===== src/sv/salsa_hash_pkg.sv =====
`timescale 1ns / 1ps

package salsa_hash_pkg;

    localparam int WORDS       = 16;
    localparam int WORD_W      = 32;
    localparam int BLOCK_W     = WORDS * WORD_W;
    localparam int IDX_W       = 4;
    localparam int FILL_W      = 6;
    localparam int STEP_W      = 5;
    localparam int ROUND_W     = 4;
    localparam int ROT_W       = 5;

    localparam logic [IDX_W-1:0]   LAST_IDX    = 4'd15;
    localparam logic [FILL_W-1:0]  LAST_FILL   = 6'd63;
    localparam logic [STEP_W-1:0]  LAST_STEP   = 5'd31;
    localparam logic [ROUND_W-1:0] FIRST_ROUND = 4'd10;
    localparam logic [ROUND_W-1:0] LAST_ROUND  = 4'd1;

    localparam logic REQ_ABSORB = 1'b0;
    localparam logic REQ_FINISH = 1'b1;

    localparam logic VARIANT_SALSA10 = 1'b0;
    localparam logic VARIANT_SALSA20 = 1'b1;

    typedef enum logic [1:0] {
        MIX_ADD,
        MIX_OR,
        MIX_XOR
    } mix_op_t;

    typedef struct packed {
        mix_op_t              pre_op;
        logic [ROT_W-1:0]     rot;
        logic                 xor_k;
        logic [ROUND_W-1:0]   round;
        mix_op_t              post_op;
    } mix_ctrl_t;

    typedef struct packed {
        logic [IDX_W-1:0] d;
        logic [IDX_W-1:0] a;
        logic [IDX_W-1:0] b;
    } step_idx_t;

    typedef enum logic [3:0] {
        ST_IDLE,
        ST_PAD,
        ST_COPY,
        ST_RD_AB,
        ST_RD_D,
        ST_WR_D,
        ST_ADD_RD,
        ST_ADD_WR,
        ST_OUT_RD,
        ST_OUT_WAIT
    } state_t;

    function automatic step_idx_t step_index(input logic [STEP_W-1:0] step);
        step_idx_t s;
        unique case (step)
            5'd0:  s = '{4'd4,  4'd0,  4'd12};
            5'd1:  s = '{4'd8,  4'd4,  4'd0};
            5'd2:  s = '{4'd12, 4'd8,  4'd4};
            5'd3:  s = '{4'd0,  4'd12, 4'd8};
            5'd4:  s = '{4'd9,  4'd5,  4'd1};
            5'd5:  s = '{4'd13, 4'd9,  4'd5};
            5'd6:  s = '{4'd1,  4'd13, 4'd9};
            5'd7:  s = '{4'd5,  4'd1,  4'd13};
            5'd8:  s = '{4'd14, 4'd10, 4'd6};
            5'd9:  s = '{4'd2,  4'd14, 4'd10};
            5'd10: s = '{4'd6,  4'd2,  4'd14};
            5'd11: s = '{4'd10, 4'd6,  4'd2};
            5'd12: s = '{4'd3,  4'd15, 4'd11};
            5'd13: s = '{4'd7,  4'd3,  4'd15};
            5'd14: s = '{4'd11, 4'd7,  4'd3};
            5'd15: s = '{4'd15, 4'd11, 4'd7};
            5'd16: s = '{4'd1,  4'd0,  4'd3};
            5'd17: s = '{4'd2,  4'd1,  4'd0};
            5'd18: s = '{4'd3,  4'd2,  4'd1};
            5'd19: s = '{4'd0,  4'd3,  4'd2};
            5'd20: s = '{4'd6,  4'd5,  4'd4};
            5'd21: s = '{4'd7,  4'd6,  4'd5};
            5'd22: s = '{4'd4,  4'd7,  4'd6};
            5'd23: s = '{4'd5,  4'd4,  4'd7};
            5'd24: s = '{4'd11, 4'd10, 4'd9};
            5'd25: s = '{4'd8,  4'd11, 4'd10};
            5'd26: s = '{4'd9,  4'd8,  4'd11};
            5'd27: s = '{4'd10, 4'd9,  4'd8};
            5'd28: s = '{4'd12, 4'd15, 4'd14};
            5'd29: s = '{4'd13, 4'd12, 4'd15};
            5'd30: s = '{4'd14, 4'd13, 4'd12};
            5'd31: s = '{4'd15, 4'd14, 4'd13};
            default: s = '0;
        endcase
        return s;
    endfunction

    // pre op, rotation, round-counter xor, post op
    function automatic mix_ctrl_t step_ctrl(input logic variant,
                                            input logic [STEP_W-1:0] step,
                                            input logic [ROUND_W-1:0] round);
        mix_ctrl_t c;
        c.round = round;
        c.xor_k = 1'b0;
        if (variant == VARIANT_SALSA20) begin
            c.pre_op  = MIX_ADD;
            c.post_op = MIX_XOR;
            unique case (step[1:0])
                2'd0:    c.rot = 5'd7;
                2'd1:    c.rot = 5'd9;
                2'd2:    c.rot = 5'd13;
                2'd3:    c.rot = 5'd18;
                default: c.rot = 5'd7;
            endcase
        end else begin
            unique case (step)
                5'd0:  begin c.pre_op = MIX_ADD; c.rot = 5'd6;  c.post_op = MIX_XOR; end
                5'd1:  begin c.pre_op = MIX_ADD; c.rot = 5'd17; c.post_op = MIX_XOR; end
                5'd2:  begin c.pre_op = MIX_OR;  c.rot = 5'd16; c.post_op = MIX_ADD; end
                5'd3:  begin c.pre_op = MIX_XOR; c.rot = 5'd5;  c.post_op = MIX_ADD; end
                5'd4:  begin c.pre_op = MIX_OR;  c.rot = 5'd8;  c.post_op = MIX_ADD; end
                5'd5:  begin c.pre_op = MIX_OR;  c.rot = 5'd7;  c.post_op = MIX_ADD; end
                5'd6:  begin c.pre_op = MIX_ADD; c.rot = 5'd17; c.post_op = MIX_XOR; end
                5'd7:  begin c.pre_op = MIX_XOR; c.rot = 5'd12; c.post_op = MIX_ADD; end
                5'd8:  begin c.pre_op = MIX_ADD; c.rot = 5'd7;  c.post_op = MIX_XOR; end
                5'd9:  begin c.pre_op = MIX_XOR; c.rot = 5'd15; c.post_op = MIX_ADD; end
                5'd10: begin c.pre_op = MIX_ADD; c.rot = 5'd13; c.post_op = MIX_XOR; end
                5'd11: begin c.pre_op = MIX_ADD; c.rot = 5'd15; c.post_op = MIX_XOR; end
                5'd12: begin c.pre_op = MIX_OR;  c.rot = 5'd20; c.post_op = MIX_ADD; end
                5'd13: begin c.pre_op = MIX_ADD; c.rot = 5'd16; c.post_op = MIX_XOR; end
                5'd14: begin c.pre_op = MIX_XOR; c.rot = 5'd7;  c.post_op = MIX_ADD; end
                5'd15: begin c.pre_op = MIX_XOR; c.rot = 5'd8;  c.post_op = MIX_ADD; end
                5'd16: begin
                    c.pre_op = MIX_OR;  c.rot = 5'd8;  c.post_op = MIX_ADD; c.xor_k = 1'b1;
                end
                5'd17: begin c.pre_op = MIX_ADD; c.rot = 5'd14; c.post_op = MIX_XOR; end
                5'd18: begin c.pre_op = MIX_ADD; c.rot = 5'd6;  c.post_op = MIX_XOR; end
                5'd19: begin c.pre_op = MIX_XOR; c.rot = 5'd18; c.post_op = MIX_ADD; end
                5'd20: begin c.pre_op = MIX_XOR; c.rot = 5'd8;  c.post_op = MIX_ADD; end
                5'd21: begin c.pre_op = MIX_XOR; c.rot = 5'd12; c.post_op = MIX_ADD; end
                5'd22: begin c.pre_op = MIX_OR;  c.rot = 5'd13; c.post_op = MIX_ADD; end
                5'd23: begin c.pre_op = MIX_ADD; c.rot = 5'd15; c.post_op = MIX_XOR; end
                5'd24: begin c.pre_op = MIX_ADD; c.rot = 5'd18; c.post_op = MIX_XOR; end
                5'd25: begin c.pre_op = MIX_XOR; c.rot = 5'd11; c.post_op = MIX_ADD; end
                5'd26: begin c.pre_op = MIX_ADD; c.rot = 5'd8;  c.post_op = MIX_XOR; end
                5'd27: begin c.pre_op = MIX_OR;  c.rot = 5'd6;  c.post_op = MIX_ADD; end
                5'd28: begin c.pre_op = MIX_XOR; c.rot = 5'd17; c.post_op = MIX_ADD; end
                5'd29: begin c.pre_op = MIX_ADD; c.rot = 5'd15; c.post_op = MIX_XOR; end
                5'd30: begin c.pre_op = MIX_OR;  c.rot = 5'd9;  c.post_op = MIX_ADD; end
                5'd31: begin c.pre_op = MIX_XOR; c.rot = 5'd7;  c.post_op = MIX_ADD; end
                default: begin c.pre_op = MIX_ADD; c.rot = 5'd7; c.post_op = MIX_XOR; end
            endcase
        end
        return c;
    endfunction

endpackage


===== src/sv/salsa_core_block_hash_core.sv =====
`timescale 1ns / 1ps
// channel | ports                                              | direction
// input   | s_valid s_ready s_req_type s_data_byte             | in
// result  | m_valid m_ready m_digest_word m_word_index m_last_word | out
// config  | cfg_wr_en cfg_wr_data                              | in
//
// An absorb beat shifts in one byte; the beat that fills a block then copies its
// 16 words to RAM (first block only), runs 320 word updates in the shared mixer
// (RD_AB, RD_D, WR_D each) and the feed-forward add (ADD_RD, ADD_WR per word).
// Finish zero-pads each missing byte, then emits each word via OUT_RD and
// OUT_WAIT, held on a result stall. s_ready is low while a block or the digest
// is busy. Reset is synchronous, active low, zeroes m_digest_word, not the RAM.

module salsa_core_block_hash_core (
    input  logic        aclk,
    input  logic        aresetn,
    input  logic        cfg_wr_en,
    input  logic        cfg_wr_data,
    input  logic        s_valid,
    output logic        s_ready,
    input  logic        s_req_type,
    input  logic [7:0]  s_data_byte,
    output logic        m_valid,
    input  logic        m_ready,
    output logic [31:0] m_digest_word,
    output logic [3:0]  m_word_index,
    output logic        m_last_word
);

    import salsa_hash_pkg::*;

    state_t               state_reg, state_next;
    logic [FILL_W-1:0]    fill_reg, fill_next;
    logic                 first_done_reg, first_done_next;
    logic                 finish_reg, finish_next;
    logic                 variant_reg;
    logic [STEP_W-1:0]    step_reg, step_next;
    logic [ROUND_W-1:0]   round_reg, round_next;
    logic [IDX_W-1:0]     idx_reg, idx_next;
    logic [BLOCK_W-1:0]   block_reg, block_next;
    logic [WORD_W-1:0]    t_reg, t_next;

    logic                 ram_we;
    logic [IDX_W-1:0]     ram_waddr;
    logic                 ram_re0, ram_re1;
    logic [IDX_W-1:0]     ram_raddr0, ram_raddr1;
    logic [WORD_W-1:0]    ram_rdata0, ram_rdata1;
    logic [WORD_W-1:0]    chain_rd0;

    step_idx_t            sidx;
    mix_ctrl_t            mctrl;
    logic [WORD_W-1:0]    mix_post_t;
    logic [WORD_W-1:0]    mix_pre_result, mix_post_result;
    logic [WORD_W-1:0]    blk_top;
    state_t               blk_start;

    assign sidx      = step_index(step_reg);
    assign blk_top   = block_reg[BLOCK_W-1 -: WORD_W];
    assign chain_rd0 = first_done_reg ? ram_rdata0 : '0;
    assign blk_start = first_done_reg ? ST_RD_AB : ST_COPY;

    salsa_hash_ram #(
        .WIDTH (WORD_W),
        .DEPTH (WORDS)
    ) u_chain (
        .aclk     (aclk),
        .wr_en    (ram_we),
        .wr_addr  (ram_waddr),
        .wr_data  (mix_post_result),
        .rd0_en   (ram_re0),
        .rd0_addr (ram_raddr0),
        .rd0_data (ram_rdata0),
        .rd1_en   (ram_re1),
        .rd1_addr (ram_raddr1),
        .rd1_data (ram_rdata1)
    );

    salsa_hash_mix u_mix (
        .ctrl        (mctrl),
        .pre_a       (chain_rd0),
        .pre_b       (ram_rdata1),
        .post_x      (chain_rd0),
        .post_t      (mix_post_t),
        .pre_result  (mix_pre_result),
        .post_result (mix_post_result)
    );

    always_comb begin
        state_next = state_reg;
        unique case (state_reg)
            ST_IDLE: begin
                if (s_valid) begin
                    if (s_req_type == REQ_ABSORB) begin
                        if (fill_reg == LAST_FILL) begin
                            state_next = blk_start;
                        end
                    end else if (fill_reg != '0) begin
                        state_next = ST_PAD;
                    end else begin
                        state_next = ST_OUT_RD;
                    end
                end
            end
            ST_PAD: begin
                if (fill_reg == LAST_FILL) begin
                    state_next = blk_start;
                end
            end
            ST_COPY: begin
                if (idx_reg == LAST_IDX) begin
                    state_next = ST_RD_AB;
                end
            end
            ST_RD_AB: state_next = ST_RD_D;
            ST_RD_D:  state_next = ST_WR_D;
            ST_WR_D: begin
                if (step_reg == LAST_STEP && round_reg == LAST_ROUND) begin
                    state_next = ST_ADD_RD;
                end else begin
                    state_next = ST_RD_AB;
                end
            end
            ST_ADD_RD: state_next = ST_ADD_WR;
            ST_ADD_WR: begin
                if (idx_reg == LAST_IDX) begin
                    state_next = finish_reg ? ST_OUT_RD : ST_IDLE;
                end else begin
                    state_next = ST_ADD_RD;
                end
            end
            ST_OUT_RD: state_next = ST_OUT_WAIT;
            ST_OUT_WAIT: begin
                if (m_ready) begin
                    state_next = (idx_reg == LAST_IDX) ? ST_IDLE : ST_OUT_RD;
                end
            end
            default: state_next = ST_IDLE;
        endcase
    end

    always_comb begin
        fill_next       = fill_reg;
        first_done_next = first_done_reg;
        finish_next     = finish_reg;
        step_next       = step_reg;
        round_next      = round_reg;
        idx_next        = idx_reg;
        block_next      = block_reg;
        t_next          = t_reg;
        ram_we          = 1'b0;
        ram_waddr       = idx_reg;
        ram_re0         = 1'b0;
        ram_re1         = 1'b0;
        ram_raddr0      = idx_reg;
        ram_raddr1      = sidx.b;
        mctrl           = step_ctrl(variant_reg, step_reg, round_reg);
        mix_post_t      = t_reg;
        s_ready         = 1'b0;
        m_valid         = 1'b0;
        unique case (state_reg)
            ST_IDLE: begin
                s_ready    = 1'b1;
                idx_next   = '0;
                step_next  = '0;
                round_next = FIRST_ROUND;
                if (s_valid) begin
                    if (s_req_type == REQ_ABSORB) begin
                        block_next  = {block_reg[BLOCK_W-9:0], s_data_byte};
                        fill_next   = fill_reg + 1'b1;
                        finish_next = 1'b0;
                    end else begin
                        finish_next = 1'b1;
                    end
                end
            end
            ST_PAD: begin
                block_next = {block_reg[BLOCK_W-9:0], 8'h00};
                fill_next  = fill_reg + 1'b1;
            end
            ST_COPY: begin
                ram_we          = 1'b1;
                mctrl.post_op   = MIX_OR;
                mix_post_t      = blk_top;
                block_next      = {block_reg[BLOCK_W-WORD_W-1:0], blk_top};
                idx_next        = idx_reg + 1'b1;
                if (idx_reg == LAST_IDX) begin
                    first_done_next = 1'b1;
                end
            end
            ST_RD_AB: begin
                ram_re0    = 1'b1;
                ram_re1    = 1'b1;
                ram_raddr0 = sidx.a;
            end
            ST_RD_D: begin
                t_next     = mix_pre_result;
                ram_re0    = 1'b1;
                ram_raddr0 = sidx.d;
            end
            ST_WR_D: begin
                ram_we    = 1'b1;
                ram_waddr = sidx.d;
                step_next = step_reg + 1'b1;
                idx_next  = '0;
                if (step_reg == LAST_STEP) begin
                    round_next = round_reg - 1'b1;
                end
            end
            ST_ADD_RD: begin
                ram_re0 = 1'b1;
            end
            ST_ADD_WR: begin
                ram_we        = 1'b1;
                mctrl.post_op = MIX_ADD;
                mix_post_t    = blk_top;
                block_next    = {block_reg[BLOCK_W-WORD_W-1:0], blk_top};
                idx_next      = idx_reg + 1'b1;
                if (idx_reg == LAST_IDX) begin
                    block_next = '0;
                end
            end
            ST_OUT_RD: begin
                ram_re0 = 1'b1;
            end
            ST_OUT_WAIT: begin
                m_valid = 1'b1;
                if (m_ready) begin
                    idx_next = idx_reg + 1'b1;
                    if (idx_reg == LAST_IDX) begin
                        first_done_next = 1'b0;
                        finish_next     = 1'b0;
                        fill_next       = '0;
                        block_next      = '0;
                    end
                end
            end
            default: begin
                idx_next = '0;
            end
        endcase
    end

    // the copy pass writes the block word: chain_rd0 is zero before the first block
    always_ff @(posedge aclk) begin
        if (!aresetn) begin
            state_reg      <= ST_IDLE;
            fill_reg       <= '0;
            first_done_reg <= 1'b0;
            finish_reg     <= 1'b0;
            variant_reg    <= VARIANT_SALSA20;
            step_reg       <= '0;
            round_reg      <= FIRST_ROUND;
            idx_reg        <= '0;
            block_reg      <= '0;
        end else begin
            state_reg      <= state_next;
            fill_reg       <= fill_next;
            first_done_reg <= first_done_next;
            finish_reg     <= finish_next;
            step_reg       <= step_next;
            round_reg      <= round_next;
            idx_reg        <= idx_next;
            block_reg      <= block_next;
            if (cfg_wr_en) begin
                variant_reg <= cfg_wr_data;
            end
        end
    end

    always_ff @(posedge aclk) begin
        t_reg <= t_next;
    end

    assign m_digest_word = chain_rd0;
    assign m_word_index  = idx_reg;
    assign m_last_word   = (idx_reg == LAST_IDX);

endmodule


===== src/sv/salsa_hash_ram.sv =====
`timescale 1ns / 1ps

module salsa_hash_ram #(
    parameter int WIDTH = 32,
    parameter int DEPTH = 16
) (
    input  logic                     aclk,
    input  logic                     wr_en,
    input  logic [$clog2(DEPTH)-1:0] wr_addr,
    input  logic [WIDTH-1:0]         wr_data,
    input  logic                     rd0_en,
    input  logic [$clog2(DEPTH)-1:0] rd0_addr,
    output logic [WIDTH-1:0]         rd0_data,
    input  logic                     rd1_en,
    input  logic [$clog2(DEPTH)-1:0] rd1_addr,
    output logic [WIDTH-1:0]         rd1_data
);

    logic [WIDTH-1:0] mem_reg [DEPTH];
    logic [WIDTH-1:0] rd0_reg;
    logic [WIDTH-1:0] rd1_reg;

    always_ff @(posedge aclk) begin
        if (wr_en) begin
            mem_reg[wr_addr] <= wr_data;
        end
        if (rd0_en) begin
            rd0_reg <= mem_reg[rd0_addr];
        end
        if (rd1_en) begin
            rd1_reg <= mem_reg[rd1_addr];
        end
    end

    assign rd0_data = rd0_reg;
    assign rd1_data = rd1_reg;

endmodule


===== src/sv/salsa_hash_mix.sv =====
`timescale 1ns / 1ps

module salsa_hash_mix (
    input  salsa_hash_pkg::mix_ctrl_t           ctrl,
    input  logic [salsa_hash_pkg::WORD_W-1:0]   pre_a,
    input  logic [salsa_hash_pkg::WORD_W-1:0]   pre_b,
    input  logic [salsa_hash_pkg::WORD_W-1:0]   post_x,
    input  logic [salsa_hash_pkg::WORD_W-1:0]   post_t,
    output logic [salsa_hash_pkg::WORD_W-1:0]   pre_result,
    output logic [salsa_hash_pkg::WORD_W-1:0]   post_result
);

    import salsa_hash_pkg::*;

    logic [WORD_W-1:0]   comb_word;
    logic [2*WORD_W-1:0] rot_dbl;

    always_comb begin
        unique case (ctrl.pre_op)
            MIX_ADD: comb_word = pre_a + pre_b;
            MIX_OR:  comb_word = pre_a | pre_b;
            MIX_XOR: comb_word = pre_a ^ pre_b;
            default: comb_word = pre_a + pre_b;
        endcase
        rot_dbl    = {comb_word, comb_word} << ctrl.rot;
        pre_result = rot_dbl[2*WORD_W-1:WORD_W];
        if (ctrl.xor_k) begin
            pre_result = pre_result ^ {{(WORD_W-ROUND_W){1'b0}}, ctrl.round};
        end
    end

    always_comb begin
        unique case (ctrl.post_op)
            MIX_ADD: post_result = post_x + post_t;
            MIX_OR:  post_result = post_x | post_t;
            MIX_XOR: post_result = post_x ^ post_t;
            default: post_result = post_x + post_t;
        endcase
    end

endmodule

===== config.mk =====
export PLATFORM = sky130hd
export DESIGN_NAME = salsa_core_block_hash_core
export DESIGN_NICKNAME = d
export VERILOG_FILES = /design/src/sv/salsa_hash_pkg.sv /design/src/sv/salsa_core_block_hash_core.sv /design/src/sv/salsa_hash_ram.sv /design/src/sv/salsa_hash_mix.sv
export SDC_FILE = /design/constraint.sdc
export NUM_CORES = 2
export LEC_CHECK = 0
export ABC_CLOCK_PERIOD_IN_PS = 9590
export BUFFER_PORTS_ARGS = -buffer_cell sky130_fd_sc_hd__buf_4
export CORE_ASPECT_RATIO = 0.75
export CORE_UTILIZATION = 50
export CTS_CLUSTER_DIAMETER = 80
export DETAILED_ROUTE_END_ITERATION = 7
export HOLD_SLACK_MARGIN = 0.06
export PLACE_DENSITY = 0.69
export SKIP_CTS_REPAIR_TIMING = 1
export SLEW_MARGIN = 20
export SYNTH_ARGS = -nofsm -noshare
export SYNTH_HDL_FRONTEND = slang
export SYNTH_SLANG_ARGS = --single-unit
export TNS_END_PERCENT = 20

===== constraint.sdc =====
create_clock -name aclk -period 9.59 [get_ports aclk]
set_input_delay 1.4385 -clock aclk [delete_from_list [all_inputs] [get_ports aclk]]
set_output_delay 1.4385 -clock aclk [all_outputs]
set_load 0.01 [all_outputs]

==> flow_metrics.py <==
metrics = {
    "sta": {
        "fmax_mhz": 135,
        "worst_pin_slew_ns": 1.22,
        "period_needed_ns": 7.41,
        "relSlewSlack_pct": 18.6,
        "rsz0062_at_grt": "no",
        "hold_viol_final": 0,
        "setup-tns-final_ns": 0,
        "finClkSkew_ns": 0.0384,
        "period_share_pct": 77.2,
        "drv_slew": 0,
        "setup_viol": 0,
    },
    "flow_run": {
        "cap_violations": 0,
    },
    "power": {
        "seqPwrFrac_pct": 46.7,
        "pwr-share-clk_pct": 32.1,
        "power_leakage_uw": 0.0232,
        "p_int_uw": 9960,
        "max-vdd-ir-drop_mv": 0.258,
        "comb_power_share_pct": 21.2,
        "p_sw_uw": 4450,
        "p_per_area_nw_per_um2": 220,
        "p_sw_share_pct": 30.9,
    },
    "synth": {
        "syn_avg_cell_area_um2": 10.5,
        "ys_ff_latch": 1156,
        "synth_flop_cell": "edfxtp_1",
        "ys_warn_count": 0,
        "synth_edf_count": 608,
        "async_flop_share_pct": 0,
        "synth_fp_nets": 5925,
        "syn_inst": 5768,
        "syn_area_um2": 60400,
        "synth_top_cell_by_area": "edfxtp_1",
        "yosysMostFrequentCell": "nor2_1",
        "netlist_top_cells_count": "nor2_1 (666), edfxtp_1 (608), dfxtp_1 (548)",
        "ys_seq_area_share_pct": 48.4,
        "synth.top_cell.area_share_pct": 30.2,
        "netlist_top_cells_area": "edfxtp_1 (30%), dfxtp_1 (18%), a221oi_1 (7.5%)",
        "synth_cell_type_count": 99,
    },
    "finish": {
        "layout-drive-gt1-share_pct": 10.8,
        "final_util_pct": 54.7,
        "num-nets-final": 5634,
        "synthToLayoutAreaGrowth_pct": 8.69,
        "final_area_um2": 65600,
        "diodes": 0,
    },
    "grt": {
        "grt-busiest-layer": "met1",
        "met3_usage_pct": 6.94,
        "grt_max_degree": 294,
        "grt_pass1_vias": 44400,
        "grt_remaining_overflow": 0,
        "globalRouteTotalUtil_pct": 29.0,
        "antenna_found_initial": 4,
        "use_met1_pct": 43.4,
        "grt_pass1_wl_mm": 275,
        "use_met2_pct": 41.3,
    },
    "drt": {
        "post_drt_via_cell_ratio": 6.74,
        "wirelength_mm": 183,
        "dr.pass1.iters": 6,
        "num_vias": 48500,
        "drcViolationCount": 0,
        "drtIter0Drc": 7103,
        "antenna_left": 0,
        "wl_per_cell_um": 25.5,
    },
    "worst_setup_path": {
        "worstPathRequired_ns": 10.08,
        "start_kind": "flip-flop",
        "ff2ff_path_depth": 21,
        "end_kind": "flip-flop",
        "crit_path_max_fanout": 65,
        "worst_ep_arrival_time_ns": 7.90,
        "setup.worst_path.class": "reg -> reg",
    },
    "floorplanning": {
        "die_y_um": 303,
        "rows": 110,
        "die_area_um2": 122000,
        "core_area_um2": 120000,
        "io_pins": 54,
        "initial_core_util_pct": 50.4,
        "die_width_um": 403,
    },
    "worst_hold_path": {
        "hp-class": "reg -> reg",
        "hold_path_depth": 2,
    },
    "place": {
        "placed_area_um2": 61700,
        "hpwl_mm": 110,
        "io_buffers": 53,
        "routabilityCongestion": 1.01,
    },
    "clocking": {
        "cts_tree": "built",
        "cts_root_buffer": "clkbuf_16",
        "clk_path_buf_depth": 3,
        "htreeDepth": 3,
        "cts.sinks": 1156,
        "numCtsBuffers": 114,
        "clk_pin_slew_ns": 0.06,
        "clock_latency_ns": 0.74,
    },
    "outcome": {
        "outcome": "finished, final reports clean",
    },
}
-- final cells by class --
cell class	instances	area (um2)
fill	10200	54300
sequential	1156	29200
multi-input combinational	3912	28700
clock buffer	158	3300
tap	1624	2030
timing repair buffer	148	1220
clock inverter	52	586
inverter	145	544
-- worst paths after layout --
check            startpoint              to  slack [ns]
min reg2reg  block_reg[365]  block_reg[365]        0.51
min          block_reg[365]  block_reg[365]        0.51
max             step_reg[0]        t_reg[4]        2.18
max reg2reg     step_reg[0]        t_reg[4]        2.18
-- per-layer routing --
metal | share of wire (%) | vias to the layer above
met3 | 11 | 338
met4 | 3.1 | 4
met1 | 44 | 24000
met5 | 0.015 | -
li1 | - | 21700
met2 | 42 | 2518
-- power groups by stage --
stage | registers, uW | clock network [uW] | logic (uW)
final | 6720 | 4630 | 3050
after global routing | 6830 | 4880 | 3460
after CTS | 6720 | 4690 | 3050
after detailed placement | 6810 | 0 | 3040
after global placement | 6800 | 0 | 2960
after floorplan | 6540 | 0 | 2530
-- stage by stage --
stage	std cells	power [uW]	hold WS (ns)	setup WS, ns
after global routing	7195	15200	0.528	1.71
after detailed placement	6984	9850	0.503	2.40
after CTS	7194	14500	0.513	2.39
after global placement	6984	9760	0.485	2.52
after floorplan	5768	9070	0.456	4.00
final	7195	14400	0.512	2.18
-- logic make-up after synthesis --
| family | Yosys count | synth area share (%) |
|---|---|---|
| adder cells (fa/ha/maj) | 142 | 2.97 |
| buffers and inverters | 700 | 4.64 |
| AO/OA/AOI/OAI | 1469 | 18.5 |
| flip-flops | 1156 | 48.4 |
| AND/OR/NAND/NOR | 1998 | 17.1 |
| XOR/XNOR | 16 | 0.232 |
| multiplexers | 287 | 8.17 |
-- worst max-delay path, stage by stage (launching register included) --
cell and delay (ns):
dfxtp_1 0.44, inv_1 0.13, ha_1 0.40, or3_1 0.42, a32o_1 0.32, nand4b_1 0.30
nor4_1 0.54, o21bai_1 0.21, inv_1 0.10, ha_2 0.26, buf_4 0.30, inv_1 0.78
o21ai_0 0.29, a21oi_1 0.19, a311oi_1 0.08, and3_1 0.22, a221oi_1 0.47, o21ai_0 0.29
a31oi_1 0.64, mux2i_1 0.24, o21a_1 0.23, mux2_2 0.26
-- layout by cell type (no fill, tap or decap), drive strengths merged, types with 28 or more instances in the layout --
master and n:
a21o 32, edfxtp 608, buf 147, a21oi 191
clkinv 37, nor3b 515, inv 149, nand2 451
dfxtp 548, nand3 44, nor2 666, o211ai 28
clkbuf 159, a311oi 72, a221oi 520, nor3 47
a31oi 88, and3 145, o21ai 115, mux4 162
mux2i 100, o21a 29, a211oi 188, ha 140
(Power assumes the default switching activity.)
